<file path="config.mk">
export PLATFORM = sky130hd
export DESIGN_NAME = tfm_scale
export DESIGN_NICKNAME = d
export VERILOG_FILES = /design/src/tfm_pkg.sv /design/src/tfm_scale.sv
export SDC_FILE = /design/constraint.sdc
export NUM_CORES = 1
export LEC_CHECK = 0
export BUFFER_PORTS_ARGS = -buffer_cell sky130_fd_sc_hd__buf_2
export CAP_MARGIN = 20
export CELL_PAD_IN_SITES_DETAIL_PLACEMENT = 2
export CELL_PAD_IN_SITES_GLOBAL_PLACEMENT = 2
export CORE_MARGIN = 2
export CORE_UTILIZATION = 44
export DETAILED_ROUTE_END_ITERATION = 10
export MAX_ROUTING_LAYER = met4
export PLACE_DENSITY = 0.95
export SLEW_MARGIN = 15
export SYNTH_ARGS = -nofsm -noshare
export SYNTH_HDL_FRONTEND = slang
export SYNTH_SLANG_ARGS = --single-unit
</file>
<file path="constraint.sdc">
create_clock -name vclk -period 25.1
set_input_delay 0 -clock vclk [all_inputs]
set_output_delay 0 -clock vclk [all_outputs]
set_load 0.01 [all_outputs]
</file>
<file path="src/tfm_pkg.sv">
`timescale 1ns / 1ps
// Shared types, codes and helpers for the target follow mode controller.
package tfm_pkg;

	localparam int unsigned VisualTimeoutMs = 500;

	// follow mode, one-hot state encoding
	typedef enum logic [5:0] {
		MODE_IDLE   = 6'b000001,
		MODE_LOCK   = 6'b000010,
		MODE_FUSED  = 6'b000100,
		MODE_HOLD   = 6'b001000,
		MODE_SEARCH = 6'b010000,
		MODE_STOP   = 6'b100000
	} mode_t;

	// mode as reported on the result word
	localparam logic [2:0] MODE_CODE_IDLE   = 3'd0;
	localparam logic [2:0] MODE_CODE_LOCK   = 3'd1;
	localparam logic [2:0] MODE_CODE_FUSED  = 3'd2;
	localparam logic [2:0] MODE_CODE_HOLD   = 3'd3;
	localparam logic [2:0] MODE_CODE_SEARCH = 3'd4;
	localparam logic [2:0] MODE_CODE_STOP   = 3'd5;

	typedef enum logic [2:0] {
		CAUSE_NONE     = 3'd0,
		CAUSE_CAMERA   = 3'd1,
		CAUSE_SCAN     = 3'd2,
		CAUSE_CLOSE    = 3'd3,
		CAUSE_JUMP     = 3'd4,
		CAUSE_VIS_LOST = 3'd5
	} cause_t;

	// configuration register indexes
	localparam logic [2:0] REG_DESIRED_DIST = 3'd0;
	localparam logic [2:0] REG_MIN_SAFE     = 3'd1;
	localparam logic [2:0] REG_LIN_GAIN     = 3'd2;
	localparam logic [2:0] REG_ANG_GAIN     = 3'd3;
	localparam logic [2:0] REG_LIN_LIMIT    = 3'd4;
	localparam logic [2:0] REG_ANG_LIMIT    = 3'd5;
	localparam logic [2:0] REG_HOLD_TIMEOUT = 3'd6;
	localparam logic [2:0] REG_MAX_JUMP     = 3'd7;

	typedef struct packed {
		logic [15:0] desired_distance_mm;
		logic [15:0] min_safe_distance_mm;
		logic [15:0] linear_gain;
		logic [15:0] angular_gain;
		logic [14:0] linear_limit;
		logic [14:0] angular_limit;
		logic [15:0] hold_timeout_ms;
		logic [12:0] max_jump_mrad;
	} cfg_t;

	typedef struct packed {
		logic               target_seen;
		logic               cam_calib_ok;
		logic               scan_stale;
		logic               lidar_match;
		logic [9:0]         lidar_points;
		logic [15:0]        lidar_distance_mm;
		logic signed [12:0] bearing_mrad;
		logic [31:0]        visual_time_ms;
		logic [31:0]        now_ms;
	} item_t;

	// command request from the mode logic to the scale/clamp units
	typedef struct packed {
		logic               en;
		logic signed [16:0] lin_err;
		logic signed [16:0] ang_err;
	} drive_t;

	typedef struct packed {
		logic [2:0]         mode;
		logic signed [15:0] linear_cmd;
		logic signed [15:0] angular_cmd;
		logic [2:0]         stop_cause;
	} res_t;

	function automatic logic [2:0] mode_code(input mode_t m);
		logic [2:0] c;
		unique case (m)
			MODE_IDLE:   c = MODE_CODE_IDLE;
			MODE_LOCK:   c = MODE_CODE_LOCK;
			MODE_FUSED:  c = MODE_CODE_FUSED;
			MODE_HOLD:   c = MODE_CODE_HOLD;
			MODE_SEARCH: c = MODE_CODE_SEARCH;
			MODE_STOP:   c = MODE_CODE_STOP;
			default:     c = MODE_CODE_IDLE;
		endcase
		return c;
	endfunction

endpackage

</file>
<file path="src/tfm_scale.sv">
`timescale 1ns / 1ps
// Q8.8 gain multiply, truncate toward zero, symmetric clamp.
module tfm_scale (
	input  logic               en,
	input  logic [15:0]        gain,
	input  logic signed [16:0] value,
	input  logic [14:0]        limit,
	output logic signed [15:0] cmd
);
	import tfm_pkg::*;

	logic signed [33:0] prod;
	logic signed [33:0] bias;
	logic signed [33:0] prod_adj;
	logic signed [25:0] quo;
	logic signed [25:0] lim_pos;
	logic signed [25:0] lim_neg;
	logic signed [25:0] clamped;

	assign prod     = $signed({1'b0, gain}) * value;
	// negative products get 255 added so the shift rounds toward zero
	assign bias     = prod[33] ? 34'sd255 : 34'sd0;
	assign prod_adj = prod + bias;
	assign quo      = prod_adj[33:8];
	assign lim_pos  = $signed({11'd0, limit});
	assign lim_neg  = -lim_pos;

	always_comb begin
		if (quo > lim_pos) begin
			clamped = lim_pos;
		end else if (quo < lim_neg) begin
			clamped = lim_neg;
		end else begin
			clamped = quo;
		end
	end

	assign cmd = en ? clamped[15:0] : 16'sd0;

endmodule

</file>
Word-level counts from Yosys, hierarchy flattened
Cells that the tools add are included.
W data, S select, Z words.
{"block": "word_totals", "wordCells": 9, "output_inout_bits": 16, "reg_bits": 0}
{"block": "classes", "magnitude_cmp": 2, "add_sub_neg": 2, "mul": 1, "muxes": 4}
{"op": "$mux W16", "count": 3}
{"op": "$add A34 B9 Y34", "count": 1}
{"op": "$mul A17 B17 Y34", "count": 1}
{"op": "$gt A26 B16 Y1", "count": 1}
{"op": "$lt A26 B26 Y1", "count": 1}
{"op": "$neg A15 Y26", "count": 1}
{"op": "$mux W8", "count": 1}

Depth between registers and ports, before layout
{"block": "depth", "word_depth": 7, "mapped_depth": 47, "mapped_depth_nobuf": 43}

Least setup slack after synthesis
OpenSTA, ideal clock, no wires.
{"block": "synth_path", "kind": "in2out", "from": "in value[10]", "to": "out cmd[3]", "path_slack_ps": 15451, "stages": 45, "path_buffers": 4, "required_ps": 25100, "arrival_ps": 9649, "path_cell_list": "clkbuf_1 nand2_1 fa_1 inv_1 fa_1 inv_1 fa_1 inv_1 fa_1 fa_1 inv_1 fa_1 inv_1 ha_1 nand2_2 or3_4 a2111oi_2 a221o_1 (+9 left out) buf_2 o21a_1 or2_2 ha_1 a21o_1 a21o_1 a21o_1 a21oi_1 nor2b_1 o21ai_0 a31oi_1 nand2b_1 o32a_1 clkbuf_1 clkbuf_1 nor3_1 a21oi_1 o31ai_1"}
{"block": "synth_via", "elab_chain_len": 7}
{"element": "from (decl)", "line": "tfm_scale.sv:6", "rtl": "input logic signed [16:0] value,"}
{"element": "$mul A17 B17 Y34 *", "line": "tfm_scale.sv:20", "rtl": "assign prod = $signed({1'b0, gain}) * value;"}
{"element": "$mux W8", "line": "tfm_scale.sv:22", "rtl": "assign bias = prod[33] ? 34'sd255 : 34'sd0;"}
{"element": "$add A34 B9 Y34 *", "line": "tfm_scale.sv:23", "rtl": "assign prod_adj = prod + bias;"}
{"element": "$lt A26 B26 Y1", "line": "tfm_scale.sv:31", "rtl": "end else if (quo < lim_neg) begin"}
{"element": "$mux W16", "line": "tfm_scale.sv:31"}
{"element": "$mux W16 *", "line": "tfm_scale.sv:29", "rtl": "if (quo > lim_pos) begin"}
{"element": "$mux W16 *", "line": "tfm_scale.sv:38", "rtl": "assign cmd = en ? clamped[15:0] : 16'sd0;"}
{"element": "to (decl)", "line": "tfm_scale.sv:8", "rtl": "output logic signed [15:0] cmd"}
Every way passes the cells marked *; elsewhere a longest branch is shown, timed or not.

Worst setup path after layout
{"block": "layout_path", "from": "in gain[14]", "to": "out cmd[3]"}
{"block": "layout_via", "elab_chain_len": 7}
{"element": "from (decl)", "line": "tfm_scale.sv:5", "rtl": "input logic [15:0] gain,"}
{"element": "$mul A17 B17 Y34 *", "line": "tfm_scale.sv:20"}
{"element": "$mux W8", "line": "tfm_scale.sv:22"}
{"element": "$add A34 B9 Y34 *", "line": "tfm_scale.sv:23"}
{"element": "$lt A26 B26 Y1", "line": "tfm_scale.sv:31"}
{"element": "$mux W16", "line": "tfm_scale.sv:31"}
{"element": "$mux W16 *", "line": "tfm_scale.sv:29"}
{"element": "$mux W16 *", "line": "tfm_scale.sv:38"}
Marks and branches as above.

==> results.json <==
{
  "status": "complete, no violations",
  "netlist_top_cells_count": "277 x inv_1, 209 x fa_1, 171 x ha_1",
  "syn_avg_cell_area_um2": 8.325,
  "synth_compound_area_share_pct": 11.15,
  "grt_pass1_vias": 13440,
  "pin_count": 65,
  "arrival_ps": 12140,
  "wirelength_um": 53970,
  "nets": 1926,
  "syn-cell-area_mm2": 0.01239,
  "cts_resized": 0,
  "seq_cells": 0,
  "synth.top_cells.by_area": "fa_1 34%, ha_1 17%, inv_1 8.4%",
  "ys_seq_area_share_pct": 0,
  "crit_slowest_cell": "fa_1",
  "min_delay_path_depth": 4,
  "synth_cell_types": 87,
  "drt_iter0_drc": 573,
  "ant_nets": 0,
  "avgViaCountPerCell": 6.069,
  "cp-start-kind": "input port",
  "synth_nets": 1917,
  "grt_max_degree": 41,
  "antenna_found_initial": 3,
  "crit_cells": 43,
  "synth_most_common_cell": "inv_1",
  "die_w_um": 171.8,
  "max-cap-violations": 0,
  "clock_buffers": 0,
  "synth_top_family_by_area": "adder cells",
  "critPathKind": "in -> out",
  "dr.pass1.iters": 5,
  "finalHoldViolCount": 0,
  "crit_path_frequent_cell": "fa_1",
  "cp-end-kind": "output pin",
  "synth_xor_area_share_pct": 3.939,
  "syn_inst": 1488,
  "worst_pin_slew_ps": 956.4,
  "ys_warn_count": 0,
  "min_period_over_period_pct": 48.36,
  "post-cts-setup-buffers": 0,
  "dieArea_mm2": 0.02951,
  "wl_per_cell_um": 28.77,
  "synth_mux_area_share_pct": 0.7474,
  "start_util_pct": 44.59,
  "regArea_um2": 0,
  "track_usage_pct": 38.71,
  "rsz0062_at_grt": "false",
  "finalSetupViolations": 0,
  "drc_errors": 0,
  "row_count": 61,
  "hold_class": "in -> out",
  "synth.largest_area_cell": "fa_1",
  "required_ps": 25100,
  "max_freq_ghz": 0.08238,
  "core_area_mm2": 0.02778,
  "cp_num_buf_inv": 7,
  "synthAdderAreaFrac_pct": 51.05,
  "cp_max_fo": 40,
  "overflow": 0,
  "vias": 11390,
  "port-buffer-count": 65,
  "synth_top_cell_area_share_pct": 33.77,
  "maxSlewViolCount": 0,
  "drive_gt1_share_pct": 6.555,
  "critical-path-max-stage-delay_ps": 660,
  "crit_family": "adder cells",
  "dp_hpwl_um": 45470,
  "fin_crit_ps": 12140,
  "max_slew_margin_pct": 35.57,
  "gp_congestion": 0.8560,
  "die_h_um": 171.8,
  "postCtsHoldBufs": 0,
  "yosys.area_share.simple_pct": 22.20,
  "tns_ps": 0,
  "grt_pass1_wl_um": 82190,
  "synthToLayoutAreaGrowth_pct": 4.071
}
==> metrics by stage <==
stage | utilization, % | cells | cell area, um^2 | hold slack [ps] | setup WS, ps
2_1_floorplan | - | 1488 | 12390 | 133.6 | 15450
3_3_place_gp | 46.38 | 1873 | 12880 | 341.6 | 14650
3_5_place_dp | 46.38 | 1873 | 12880 | 358.9 | 13340
4_1_cts | 46.38 | 1873 | 12880 | 359.3 | 13310
5_1_grt | 46.41 | 1876 | 12890 | 390.0 | 12670
6_report | 46.41 | 1876 | 12890 | 361.1 | 12960
==> final timing paths <==
kind,start,to
worst min-delay path,limit[12],cmd[12]
worst max-delay path,gain[14],cmd[3]
==> layer usage <==
metal | GRT usage [%] | share of wire (%) | up-vias
met5 | - | 0 | -
met1 | 39.18 | 35 | 5900
met3 | 8.030 | 4.5 | 244
li1 | - | - | 4783
met4 | 26.64 | 7.8 | 0
met2 | 67.21 | 52 | 458
==> area by class of cell <==
| cell class | count | area, um^2 |
|---|---|---|
| tap | 378 | 473.0 |
| timing repair buffer | 66 | 332.8 |
| multi-input combinational | 1151 | 11040 |
| antenna | 3 | 7.507 |
| fill | 3151 | 14890 |
| inverter | 278 | 1044 |
==> logic make-up (layout without fill, tap and decap cells) <==
logic type | Yosys count | after routing
AOI/OAI and AO/OA | 191 | 191
other | 0 | 3
muxes | 9 | 9
xor gates and xnor gates | 54 | 54
and+or+nand+nor | 517 | 517
buffers and inverters | 337 | 344
adders and majority gates | 380 | 380
==> layout by cell type (no fill, tap or decap), types with 9 or more instances in the layout <==
cell type | netlist | layout
o21a_1 | 14 | 14
nand3_1 | 17 | 17
and2_1 | 157 | 157
nor2b_1 | 20 | 20
nor2_1 | 52 | 52
xnor2_1 | 35 | 35
o211ai_1 | 9 | 9
a21o_1 | 22 | 22
nand2_1 | 157 | 157
ha_1 | 171 | 171
fa_1 | 209 | 209
inv_1 | 277 | 277
nand2b_1 | 16 | 16
o21ai_0 | 28 | 28
nand4_1 | 16 | 16
xor2_1 | 17 | 17
buf_2 | 5 | 65
a21oi_1 | 48 | 48
or3_1 | 10 | 10
nor3_1 | 29 | 29
