$ cat src/tfm_pkg.sv
`timescale 1ns / 1ps
// Shared types, codes and helpers for the target follow mode controller.
package tfm_pkg;

	localparam int unsigned VisualTimeoutMs = 500;

	// follow mode, one-hot state encoding
	typedef enum logic [5:0] {
		MODE_IDLE   = 6'b000001,
		MODE_LOCK   = 6'b000010,
		MODE_FUSED  = 6'b000100,
		MODE_HOLD   = 6'b001000,
		MODE_SEARCH = 6'b010000,
		MODE_STOP   = 6'b100000
	} mode_t;

	// mode as reported on the result word
	localparam logic [2:0] MODE_CODE_IDLE   = 3'd0;
	localparam logic [2:0] MODE_CODE_LOCK   = 3'd1;
	localparam logic [2:0] MODE_CODE_FUSED  = 3'd2;
	localparam logic [2:0] MODE_CODE_HOLD   = 3'd3;
	localparam logic [2:0] MODE_CODE_SEARCH = 3'd4;
	localparam logic [2:0] MODE_CODE_STOP   = 3'd5;

	typedef enum logic [2:0] {
		CAUSE_NONE     = 3'd0,
		CAUSE_CAMERA   = 3'd1,
		CAUSE_SCAN     = 3'd2,
		CAUSE_CLOSE    = 3'd3,
		CAUSE_JUMP     = 3'd4,
		CAUSE_VIS_LOST = 3'd5
	} cause_t;

	// configuration register indexes
	localparam logic [2:0] REG_DESIRED_DIST = 3'd0;
	localparam logic [2:0] REG_MIN_SAFE     = 3'd1;
	localparam logic [2:0] REG_LIN_GAIN     = 3'd2;
	localparam logic [2:0] REG_ANG_GAIN     = 3'd3;
	localparam logic [2:0] REG_LIN_LIMIT    = 3'd4;
	localparam logic [2:0] REG_ANG_LIMIT    = 3'd5;
	localparam logic [2:0] REG_HOLD_TIMEOUT = 3'd6;
	localparam logic [2:0] REG_MAX_JUMP     = 3'd7;

	typedef struct packed {
		logic [15:0] desired_distance_mm;
		logic [15:0] min_safe_distance_mm;
		logic [15:0] linear_gain;
		logic [15:0] angular_gain;
		logic [14:0] linear_limit;
		logic [14:0] angular_limit;
		logic [15:0] hold_timeout_ms;
		logic [12:0] max_jump_mrad;
	} cfg_t;

	typedef struct packed {
		logic               target_seen;
		logic               cam_calib_ok;
		logic               scan_stale;
		logic               lidar_match;
		logic [9:0]         lidar_points;
		logic [15:0]        lidar_distance_mm;
		logic signed [12:0] bearing_mrad;
		logic [31:0]        visual_time_ms;
		logic [31:0]        now_ms;
	} item_t;

	// command request from the mode logic to the scale/clamp units
	typedef struct packed {
		logic               en;
		logic signed [16:0] lin_err;
		logic signed [16:0] ang_err;
	} drive_t;

	typedef struct packed {
		logic [2:0]         mode;
		logic signed [15:0] linear_cmd;
		logic signed [15:0] angular_cmd;
		logic [2:0]         stop_cause;
	} res_t;

	function automatic logic [2:0] mode_code(input mode_t m);
		logic [2:0] c;
		unique case (m)
			MODE_IDLE:   c = MODE_CODE_IDLE;
			MODE_LOCK:   c = MODE_CODE_LOCK;
			MODE_FUSED:  c = MODE_CODE_FUSED;
			MODE_HOLD:   c = MODE_CODE_HOLD;
			MODE_SEARCH: c = MODE_CODE_SEARCH;
			MODE_STOP:   c = MODE_CODE_STOP;
			default:     c = MODE_CODE_IDLE;
		endcase
		return c;
	endfunction

endpackage

$ cat src/tfm_fsm.sv
`timescale 1ns / 1ps
// Stop checks, follow mode state machine and tracked target state.
module tfm_fsm (
	input  logic           clk,
	input  logic           arst_n,
	input  logic           update,
	input  tfm_pkg::item_t item,
	input  tfm_pkg::cfg_t  cfg,
	output logic [2:0]     mode,
	output tfm_pkg::cause_t cause,
	output tfm_pkg::drive_t drive
);
	import tfm_pkg::*;

	mode_t              mode_q, mode_n;
	logic [31:0]        last_vis_q, last_vis_n;
	logic [15:0]        held_dist_q, held_dist_n;
	logic signed [12:0] held_brg_q, held_brg_n;
	logic               held_valid_q, held_valid_n;
	logic signed [12:0] prior_brg_q, prior_brg_n;
	logic               prior_valid_q, prior_valid_n;

	logic               vis, fused_ok, jump_check, jump, vis_lost, hold_over;
	logic signed [13:0] brg_diff;
	logic [13:0]        brg_abs;
	cause_t             cause_pre;
	logic [15:0]        op_dist;
	logic signed [12:0] op_brg;

	assign vis      = item.target_seen;
	assign fused_ok = item.lidar_match && (item.lidar_points != 10'd0);

	always_comb begin
		if (!item.cam_calib_ok) begin
			cause_pre = CAUSE_CAMERA;
		end else if (item.scan_stale) begin
			cause_pre = CAUSE_SCAN;
		end else if (vis && item.lidar_match && item.lidar_distance_mm != 16'd0 &&
				item.lidar_distance_mm < cfg.min_safe_distance_mm) begin
			cause_pre = CAUSE_CLOSE;
		end else begin
			cause_pre = CAUSE_NONE;
		end
	end

	assign jump_check = (cause_pre == CAUSE_NONE) && vis;
	assign brg_diff   = 14'(item.bearing_mrad) - 14'(prior_brg_q);
	assign brg_abs    = brg_diff[13] ? 14'(-brg_diff) : 14'(brg_diff);
	assign jump       = jump_check && prior_valid_q && (brg_abs > {1'b0, cfg.max_jump_mrad});

	// visual timeout only matters in the two vision modes
	assign vis_lost = (last_vis_q != 32'd0) &&
		({1'b0, item.now_ms} > ({1'b0, last_vis_q} + 33'(VisualTimeoutMs))) &&
		((mode_q == MODE_LOCK) || (mode_q == MODE_FUSED));
	assign hold_over = {1'b0, item.now_ms} > ({1'b0, last_vis_q} + {17'd0, cfg.hold_timeout_ms});

	always_comb begin
		if (cause_pre != CAUSE_NONE) begin
			cause = cause_pre;
		end else if (jump) begin
			cause = CAUSE_JUMP;
		end else if (vis_lost) begin
			cause = CAUSE_VIS_LOST;
		end else begin
			cause = CAUSE_NONE;
		end
	end

	always_comb begin
		mode_n        = mode_q;
		last_vis_n    = last_vis_q;
		held_dist_n   = held_dist_q;
		held_brg_n    = held_brg_q;
		held_valid_n  = held_valid_q;
		prior_brg_n   = jump_check ? item.bearing_mrad : prior_brg_q;
		prior_valid_n = jump_check ? 1'b1 : prior_valid_q;
		drive.en      = 1'b0;
		op_dist       = item.lidar_distance_mm;
		op_brg        = item.bearing_mrad;
		if (cause != CAUSE_NONE) begin
			mode_n = MODE_STOP;
		end else begin
			if (vis) begin
				last_vis_n = item.visual_time_ms;
			end
			if (item.lidar_match) begin
				held_dist_n  = item.lidar_distance_mm;
				held_brg_n   = item.bearing_mrad;
				held_valid_n = 1'b1;
			end
			unique case (mode_q) inside
				MODE_IDLE, MODE_SEARCH: begin
					if (vis) begin
						mode_n = MODE_LOCK;
					end
				end
				MODE_LOCK: begin
					if (!vis) begin
						mode_n = MODE_SEARCH;
					end else if (fused_ok) begin
						mode_n   = MODE_FUSED;
						drive.en = 1'b1;
					end
				end
				MODE_FUSED: begin
					if (!vis) begin
						mode_n = MODE_HOLD;
					end else if (!fused_ok) begin
						mode_n = MODE_LOCK;
					end else begin
						drive.en = 1'b1;
					end
				end
				MODE_HOLD: begin
					op_dist = held_dist_n;
					op_brg  = held_brg_n;
					if (vis) begin
						mode_n = fused_ok ? MODE_FUSED : MODE_LOCK;
					end else if (hold_over) begin
						mode_n = MODE_SEARCH;
					end else if (held_valid_n) begin
						drive.en = 1'b1;
					end
				end
				MODE_STOP: begin
					// no stop check fired, so camera and scan are both fine
					mode_n        = MODE_IDLE;
					prior_valid_n = 1'b0;
					held_valid_n  = 1'b0;
				end
				default: begin
					mode_n = MODE_IDLE;
				end
			endcase
		end
		drive.lin_err = $signed({1'b0, op_dist}) - $signed({1'b0, cfg.desired_distance_mm});
		drive.ang_err = -17'(op_brg);
	end

	assign mode = mode_code(mode_n);

	always_ff @(posedge clk or negedge arst_n) begin
		if (!arst_n) begin
			mode_q        <= MODE_IDLE;
			last_vis_q    <= '0;
			held_dist_q   <= '0;
			held_brg_q    <= '0;
			held_valid_q  <= 1'b0;
			prior_brg_q   <= '0;
			prior_valid_q <= 1'b0;
		end else if (update) begin
			mode_q        <= mode_n;
			last_vis_q    <= last_vis_n;
			held_dist_q   <= held_dist_n;
			held_brg_q    <= held_brg_n;
			held_valid_q  <= held_valid_n;
			prior_brg_q   <= prior_brg_n;
			prior_valid_q <= prior_valid_n;
		end
	end

endmodule

$ cat config.mk
export PLATFORM = sky130hd
export DESIGN_NAME = tfm_fsm
export DESIGN_NICKNAME = d
export VERILOG_FILES = /design/src/tfm_pkg.sv /design/src/tfm_fsm.sv
export SDC_FILE = /design/constraint.sdc
export NUM_CORES = 1
export LEC_CHECK = 0
export ABC_AREA = 1
export BUFFER_PORTS_ARGS = -buffer_cell sky130_fd_sc_hd__buf_2
export CAP_MARGIN = 20
export CORE_MARGIN = 5
export CORE_UTILIZATION = 50
export DETAILED_ROUTE_END_ITERATION = 6
export PLACE_DENSITY = 0.76
export SLEW_MARGIN = 0
export SYNTH_ARGS = -nofsm -noshare
export SYNTH_HDL_FRONTEND = slang
export SYNTH_SLANG_ARGS = --single-unit
$ cat constraint.sdc
create_clock -name clk -period 10 [get_ports clk]
set_input_delay 2 -clock clk [delete_from_list [all_inputs] [get_ports clk]]
set_output_delay 2 -clock clk [all_outputs]
set_load 0.02 [all_outputs]
Yosys cells after proc, flatten, opt, wreduce, memory -nomap -nowiden
Cells that the tools add are included.
- bits in registers: 82
- input port bits: 233
- output and inout port bits: 41
- word-level logic and storage cells: 87
- add/subtract/negate cells: 6
- order comparisons: 4
- eq/ne operators: 11
- mux-type cells: 37
- bitwise logic cells: 1
- reductions and logical operators: 21
- operators by type and width (operator ; number):
    $gt 32x33->1 ; 2
    $mux 16 ; 3
    $mux 6 ; 8
    $mux 13 ; 3
    $add 32x16->33 ; 1
    $add 32x9->33 const B ; 1
    $reduce_bool 32->1 ; 1
    $pmux 6 s4 ; 1
    $mux 3 ; 6
    $neg 13->17 ; 1
    $sub 16x16->17 ; 1
    $lt 16x16->1 ; 1
    $reduce_bool 16->1 ; 1
    $pmux 3 s5 ; 1
    $gt 14x13->1 ; 1
    $mux 14 ; 1
    $neg 14->14 ; 1
    $sub 13x13->14 ; 1
    $eq 6x2->1 const B ; 2
    $eq 6x3->1 const B ; 2
    $eq 6x4->1 const B ; 2
    $eq 6x5->1 const B ; 2
    $eq 6x6->1 const B ; 2
    $mux 1 ; 12
    12 further kinds ; 23

Longest topological paths before layout
Gate-level depths: netlist of run 1.
- depth in word-level cells: 19
- gate-level depth with buffers: 52
- depth with buffers taken out: 50

Worst setup path after synthesis of run 1
OpenSTA, ideal clock, no wires.
- path type: input to output
- start: in item[64] (netlist name)
- end: out drive[33] (netlist name)
- arrival: 7.532 ns
- required time: 8.000 ns
- setup slack: 0.468 ns
- stages on the path: 43
- buffers on the path: 2
- cell sequence: inv_1 ha_1 fa_1 nand3b_1 nand2_1 nand2_1 nand2_1 a21oi_2 xor2_1 nand2_1 o21ai_0 xnor2_1 inv_1 ha_1 nand3_1 nor2_1 nand3_1 nand2_1 (+7 left out) inv_1 ha_1 inv_1 fa_1 a21oi_1 o21ai_0 a21o_1 a21oi_1 inv_1 nand2_1 nand2_1 a21oi_1 o21bai_1 a21oi_1 o21bai_1 nand2_1 nand2_1 a21oi_1
- RTL lines (element ; RTL line ; text):
    from (decl) ; tfm_fsm.sv:7 ; input tfm_pkg::item_t item,
    to (decl) ; tfm_fsm.sv:11 ; output tfm_pkg::drive_t drive

==> flow_metrics.tcl, run 1 <==
set metrics [dict create \
    critical_path_required_ns 8.00 \
    clkPwrFrac 0.168 \
    cts-buffers-inserted 9 \
    worstSetupPathType "input port to output pin" \
    grt_overflow 0 \
    worst-path-max-fanout 5 \
    drc_errors 0 \
    grt_max_degree 52 \
    num_rows 52 \
    synth_cell_types 51 \
    rr_endpoint "prior_valid_q$_DFFE_PN0P_" \
    grt_pass1_vias 10100 \
    syn-cell-area_mm2 0.0102 \
    max_stage_delay_ns 0.36 \
    die_w_um 153 \
    yosysSeqAreaShare 0.201 \
    slew_violations 0 \
    drv_cap 0 \
    synthCells 1502 \
    wl_mm 28.0 \
    synthXorXnorAreaFrac 0.0770 \
    comb_power_share 0.592 \
    synth_compound_area_frac 0.142 \
    drtIter0Drc 536 \
    grt_pass1_wl_mm 46.2 \
    r2r_start "last_vis_q[2]$_DFFE_PN0P_" \
    clockRootBuffer "clkbuf_16" \
    min_to "prior_brg_q[3]$_DFFE_PN0P_" \
    cp.arrival_ns 7.57 \
    finalNetCount 2094 \
    ir_drop_uv 87.9 \
    drtPass1Iterations 5 \
    cts_tree "built" \
    max-slew-margin-rel 0.351 \
    synth_top_family_by_area "simple AND/OR/NAND/NOR gates" \
    yosys_most_used_dff "dfrtp_1" \
    hp-start "prior_brg_q[3]$_DFFE_PN0P_" \
    cp-end-kind "output pin" \
    hold-worst-slack_ns 0.483 \
    core-area_mm2 0.0202 \
    ys_async_sr_fraction 1.00 \
    htreeDepth 3 \
    antenna_found_initial 3 \
    start_util 0.507 \
    clockBufferDepth 2 \
    die_area_mm2 0.0234 \
    multi_input_comb_area_mm2 0.00739 \
    die_h_um 153 \
    power.switching_mw 0.927 \
    p_int_mw 1.10 \
    synth_nets 1879 \
    grtUsageTotal 0.231 \
    synthMuxAreaShare 0.0317 \
    gp_congestion 0.934 \
    status "finished clean" \
    clock_skew_ns 0.0109 \
    cp_common_cell "nand2_1" \
    min_path_cells 2 \
    vias 10400 \
    hold_path.class "flop to flop" \
    seq_area_mm2 0.00205 \
    setup_viol 0 \
    vias_per_cell 5.23 \
    max_freq_ghz 0.105 \
    drt.antenna.violating_nets 0 \
    hpwl_mm 22.8 \
    path_clk_slew_ns 0.06 \
    cp-start-kind "input port" \
    portBuffers 211 \
    worstRegToRegCells 21 \
    avgSynthCellArea_um2 6.81 \
    placed_area_mm2 0.0116 \
    switching_share 0.456 \
    seqPwrFrac 0.239 \
    rrSetupSlack_ns 4.62 \
    period_needed_ns 9.57 \
    cts.sinks 82 \
    synthSimpleGateAreaFrac 0.268 \
    finalCritPeriodShare 0.957 \
    yosysWarnings 0 \
    fin_area_mm2 0.0123 \
    fillers 1907 \
    ioPinCount 274 \
    synth-edff-count 0 \
    critPathSlowestCell "fa_2" \
    wl_per_cell_um 14.0 \
    syn_to_final_growth_pct 19.9 \
    p_per_area_mw_per_mm2 166 \
    hold_buffers 0 \
    clk_latency_ns 0.35 \
    synth-seq-cells 82 \
    synth_fa_ha_area_frac 0.178 \
    layout-drive-gt1-share 0.204 \
    leakagePower_nw 6.54 \
    final-hold-violation-count 0 \
    worst_pin_slew_ns 0.971 \
]
## cell type report
| cell class | count | area share |
|---|---|---|
| Multi-Input combinational cell | 1153 | 0.602 |
| Sequential cell | 82 | 0.167 |
| Timing Repair Buffer | 238 | 0.107 |
| Inverter | 233 | 0.0715 |
| Tap cell | 270 | 0.0275 |
| Clock buffer | 10 | 0.0195 |
| Clock inverter | 6 | 0.00520 |
| Antenna cell | 2 | 0.000408 |
## power groups by stage
stage | logic (mW) | clock network (mW) | registers [mW]
3_5_place_dp | 1.14 | 0 | 0.490
3_3_place_gp | 1.11 | 0 | 0.488
5_1_grt | 1.38 | 0.363 | 0.499
4_1_cts | 1.15 | 0.349 | 0.485
6_report | 1.20 | 0.342 | 0.486
2_1_floorplan | 0.875 | 0 | 0.464
## through the flow
step | power (mW) | cells | util | worst slack, ns | setup TNS [ns]
2_1_floorplan | 1.34 | 1502 | - | 0.468 | 0
3_3_place_gp | 1.60 | 1964 | 0.574 | 0.146 | 0
3_5_place_dp | 1.63 | 1964 | 0.574 | 0.0516 | 0
4_1_cts | 1.98 | 1980 | 0.589 | 0.0343 | 0
5_1_grt | 2.24 | 1994 | 0.608 | -0.0837 | -0.195
6_report | 2.03 | 1994 | 0.608 | 0.433 | 0
## how the worst max path moves through the flow
| stage | cells after the start | start | to |
|---|---|---|---|
| after floorplan | 43 | item[64] | drive[33] |
| after global placement | 45 | item[64] | drive[33] |
| after detailed placement | 41 | item[64] | drive[30] |
| after CTS | 43 | item[64] | drive[30] |
| after global routing | 46 | item[64] | drive[31] |
| final | 47 | item[64] | drive[30] |
## worst max-delay path: cells and delay by family
family / cells / cell delay [ns]
AOI/OAI and AO/OA: 10 / 1.41
adders and majority gates: 4 / 0.98
and+or+nand+nor: 21 / 1.74
buffers and inverters: 10 / 1.16
xor gates and xnor gates: 2 / 0.30
## what timing repair did
action	in CTS	in global routing
setup buffers	0	11
gates resized for setup	0	66
endpoints found under the hold margin	0	0
setup endpoints to repair	0	6
## state kept, by name (all words and copies together) (netlist names)
name           count
prior_valid_q      1
last_vis_q        32
held_brg_q        13
held_dist_q       16
held_valid_q       1
mode_q             6
prior_brg_q       13
## metal layers
metal / global-route usage / up-vias / part of all wire
met5: 0 / - / 0.00046
met4: 0.0738 / 2 / 0.022
li1: - / 5374 / -
met2: 0.392 / 310 / 0.47
met3: 0.0319 / 41 / 0.057
met1: 0.306 / 4702 / 0.45
## Yosys cell counts (3+ instances only)
cell type	instances	area, um^2
mux2i_1	14	140
a211oi_1	4	30.0
a31oi_1	3	18.8
nand2_1	334	1250
nor2_2	7	43.8
nand3b_1	9	67.6
nand3_1	42	210
o211ai_1	3	22.5
o21bai_1	5	37.5
nor4_1	19	119
xnor2_1	22	193
a21o_1	4	30.0
buf_2	11	55.1
inv_2	4	15.0
mux2_4	10	150
o21ai_1	4	20.0
xor2_1	68	596
clkbuf_1	19	71.3
fa_1	3	60.1
a21oi_1	114	571
dfrtp_1	81	2030
o21ai_0	122	611
nor3_1	18	90.1
nand2_2	13	81.3
ha_1	141	1760
inv_1	228	856
nor2_1	117	439
nand4_1	44	275
nor2_4	4	45.0
a21boi_0	3	22.5
buf_6	4	45.0
## cells in the final DEF, fill, tap and decap left out, drive strengths merged, types with 2 or more instances in the layout
| cell type | synthesis | layout |
|---|---|---|
| a211oi | 4 | 4 |
| a21boi | 5 | 5 |
| a21o | 4 | 4 |
| a21oi | 116 | 116 |
| a31oi | 3 | 3 |
| buf | 15 | 237 |
| clkbuf | 19 | 11 |
| clkinv | 1 | 2 |
| clkinvlp | 0 | 2 |
| dfrtp | 81 | 81 |
| diode | 0 | 2 |
| fa | 3 | 3 |
| ha | 141 | 141 |
| inv | 232 | 234 |
| mux2 | 13 | 13 |
| mux2i | 14 | 14 |
| nand2 | 349 | 349 |
| nand3 | 45 | 45 |
| nand3b | 9 | 9 |
| nand4 | 45 | 45 |
| nor2 | 128 | 128 |
| nor3 | 18 | 18 |
| nor4 | 19 | 19 |
| o211ai | 3 | 3 |
| o21a | 2 | 2 |
| o21ai | 127 | 127 |
| o21bai | 5 | 5 |
| o31ai | 2 | 2 |
| or2 | 2 | 2 |
| xnor2 | 22 | 22 |
| xor2 | 68 | 68 |
## cells by family after synthesis
group | Yosys count
multiplexers | 27
AO/OA/AOI/OAI | 274
adder cells (fa/ha/maj) | 144
XOR/XNOR | 90
buffers and inverters | 267
flip-flops | 82
AND/OR/NAND/NOR | 618
No activity file was read; power rests on OpenSTA's default activity.
==> run 2: changes to the inputs <==
--- a/config.mk
+++ b/config.mk
@@ -8,6 +8,7 @@
 export ABC_AREA = 1
 export BUFFER_PORTS_ARGS = -buffer_cell sky130_fd_sc_hd__buf_2
 export CAP_MARGIN = 20
+export CORE_ASPECT_RATIO = 1.1
 export CORE_MARGIN = 5
 export CORE_UTILIZATION = 50
 export DETAILED_ROUTE_END_ITERATION = 6
==> run 2 against run 1 <==
Non-clock buffer count fell by 1. Fmax fell by 1.1%. Critical path type unchanged. Global-route usage rose by 0.21 points. Clock skew barely moved.
==> flow_metrics.tcl, run 2 (synthesis gave the netlist of run 1 again) <==
set metrics [dict create \
    grtUsageTotal 0.233 \
    hp-start "held_brg_q[12]$_DFFE_PN0P_" \
    die_w_um 146 \
    start_util 0.502 \
    hpwl_mm 22.8 \
    core-area_mm2 0.0204 \
    clock_skew_ns 0.0112 \
    largest_reg_flops 32 \
    antenna_cells 0 \
    p_per_area_mw_per_mm2 166 \
    drc_errors 0 \
    worst-path-max-fanout 6 \
    critPathLaunch "item[64]" \
    layout_commonest_cell "nand2_1" \
    clk_latency_ns 0.36 \
    finalNetCount 2093 \
    slew_violations 0 \
    clockRootBuffer "clkbuf_16" \
    critical_path_required_ns 8.00 \
    htreeDepth 3 \
    syn_to_final_growth_pct 20.0 \
    max-slew-margin-rel 0.350 \
    cts-buffers-inserted 9 \
    die_h_um 160 \
    wl_mm 28.1 \
    grt_pass1_wl_mm 46.6 \
    rsz0062_at_grt "true" \
    antenna_found_initial 0 \
    drtIter0Drc 550 \
    grt_pass1_vias 10200 \
    grt_max_degree 68 \
    ioPinCount 274 \
    top_register "last_vis_q" \
    gp_congestion 0.929 \
    max_freq_ghz 0.103 \
    setup_viol 0 \
    drt.antenna.violating_nets 0 \
    vias_per_cell 5.27 \
    grt_overflow 0 \
    r2r_start "last_vis_q[2]$_DFFE_PN0P_" \
    rr_endpoint "prior_valid_q$_DFFE_PN0P_" \
    layout-drive-gt1-share 0.211 \
    cts.sinks 82 \
    drtPass1Iterations 7 \
    drv_cap 0 \
    period_needed_ns 9.67 \
    hold_path.class "flop to flop" \
    max_stage_delay_ns 0.55 \
    worst_pin_slew_ns 0.972 \
    num_rows 55 \
    worstRegToRegCells 23 \
    top_regs "last_vis_q (32), held_dist_q (16)" \
    portBuffers 211 \
    status "finished clean" \
    path_clk_slew_ns 0.07 \
    endpoint "drive[33]" \
    clockBufferDepth 2 \
    cp_common_cell "nand2_1" \
    cp-start-kind "input port" \
    final_cell_mix "nand2_1 (320), inv_1 (225), buf_2 (206)" \
    rrSetupSlack_ns 4.45 \
    final-hold-violation-count 0 \
    wl_per_cell_um 14.2 \
    critPathSlowestCell "fa_2" \
    finalCritPeriodShare 0.967 \
    leakagePower_nw 6.55 \
    cp-end-kind "output pin" \
    fin_total_pwr_mw 2.04 \
    die_area_mm2 0.0234 \
    hold-worst-slack_ns 0.485 \
    ir_drop_uv 72.3 \
    worstSetupPathType "input port to output pin" \
    cts_tree "built" \
    final_util 0.603 \
    vias 10400 \
    cp.arrival_ns 7.67 \
]
-- run 2: worst min path at each step --
stage,endpoint,cells after the start,slack (ns)
floorplan,held_brg_q[12]$_DFFE_PN0P_,2,0.45
global placement,held_brg_q[12]$_DFFE_PN0P_,2,0.46
detailed placement,held_dist_q[14]$_DFFE_PN0P_,2,0.47
CTS,prior_brg_q[4]$_DFFE_PN0P_,2,0.49
global route,prior_brg_q[4]$_DFFE_PN0P_,2,0.51
finish,held_brg_q[12]$_DFFE_PN0P_,2,0.49
-- run 2: cell type report --
| cell class | count | area [um^2] |
|---|---|---|
| Multi-Input combinational cell | 1153 | 7420 |
| Clock buffer | 9 | 225 |
| Sequential cell | 82 | 2050 |
| Timing Repair Buffer | 237 | 1320 |
| Clock inverter | 7 | 62.6 |
| Inverter | 233 | 882 |
| Fill cell | 1901 | 8090 |
| Tap cell | 256 | 320 |
-- run 2: routing by layer --
metal,vias up,global-route usage,share of wire
li1,5375,-,-
met1,4747,0.297,0.44
met2,266,0.406,0.48
met3,40,0.0383,0.056
met4,0,0.0689,0.019
met5,-,0,0
-- run 2: repair_timing --
item	in CTS	in global routing
cloned	0	1
pin swaps	0	36
hold buffers	0	0
setup endpoints to repair	2	5
buffers inserted	0	11
resized for setup	2	83
-- run 2: power breakdown --
group	leakage, nW	switching, mW	internal [mW]	total [mW]
clock network	0.139	0.153	0.173	0.326
logic	5.42	0.721	0.505	1.23
registers	0.985	0.0773	0.410	0.487
-- run 2: through the flow --
| stage | TNS (ns) | setup slack, ns | cells | area [um^2] |
|---|---|---|---|---|
| finish | 0 | 0.328 | 1977 | 12300 |
| global route | -0.178 | -0.0892 | 1977 | 12300 |
| CTS | 0 | 0.0146 | 1965 | 11900 |
| detailed placement | -0.0826 | -0.0483 | 1949 | 11600 |
| global placement | 0 | 0.110 | 1949 | 11600 |
| floorplan | 0 | 0.468 | 1502 | 10200 |
-- run 2: worst max-delay path: cells and delay by family --
| kind | cells | cell delay, ns |
|---|---|---|
| AND/OR/NAND/NOR | 20 | 1.87 |
| adder cells (fa/ha/maj) | 5 | 1.52 |
| AO/OA/AOI/OAI | 12 | 1.66 |
| XOR/XNOR | 1 | 0.16 |
| buffers and inverters | 6 | 0.43 |
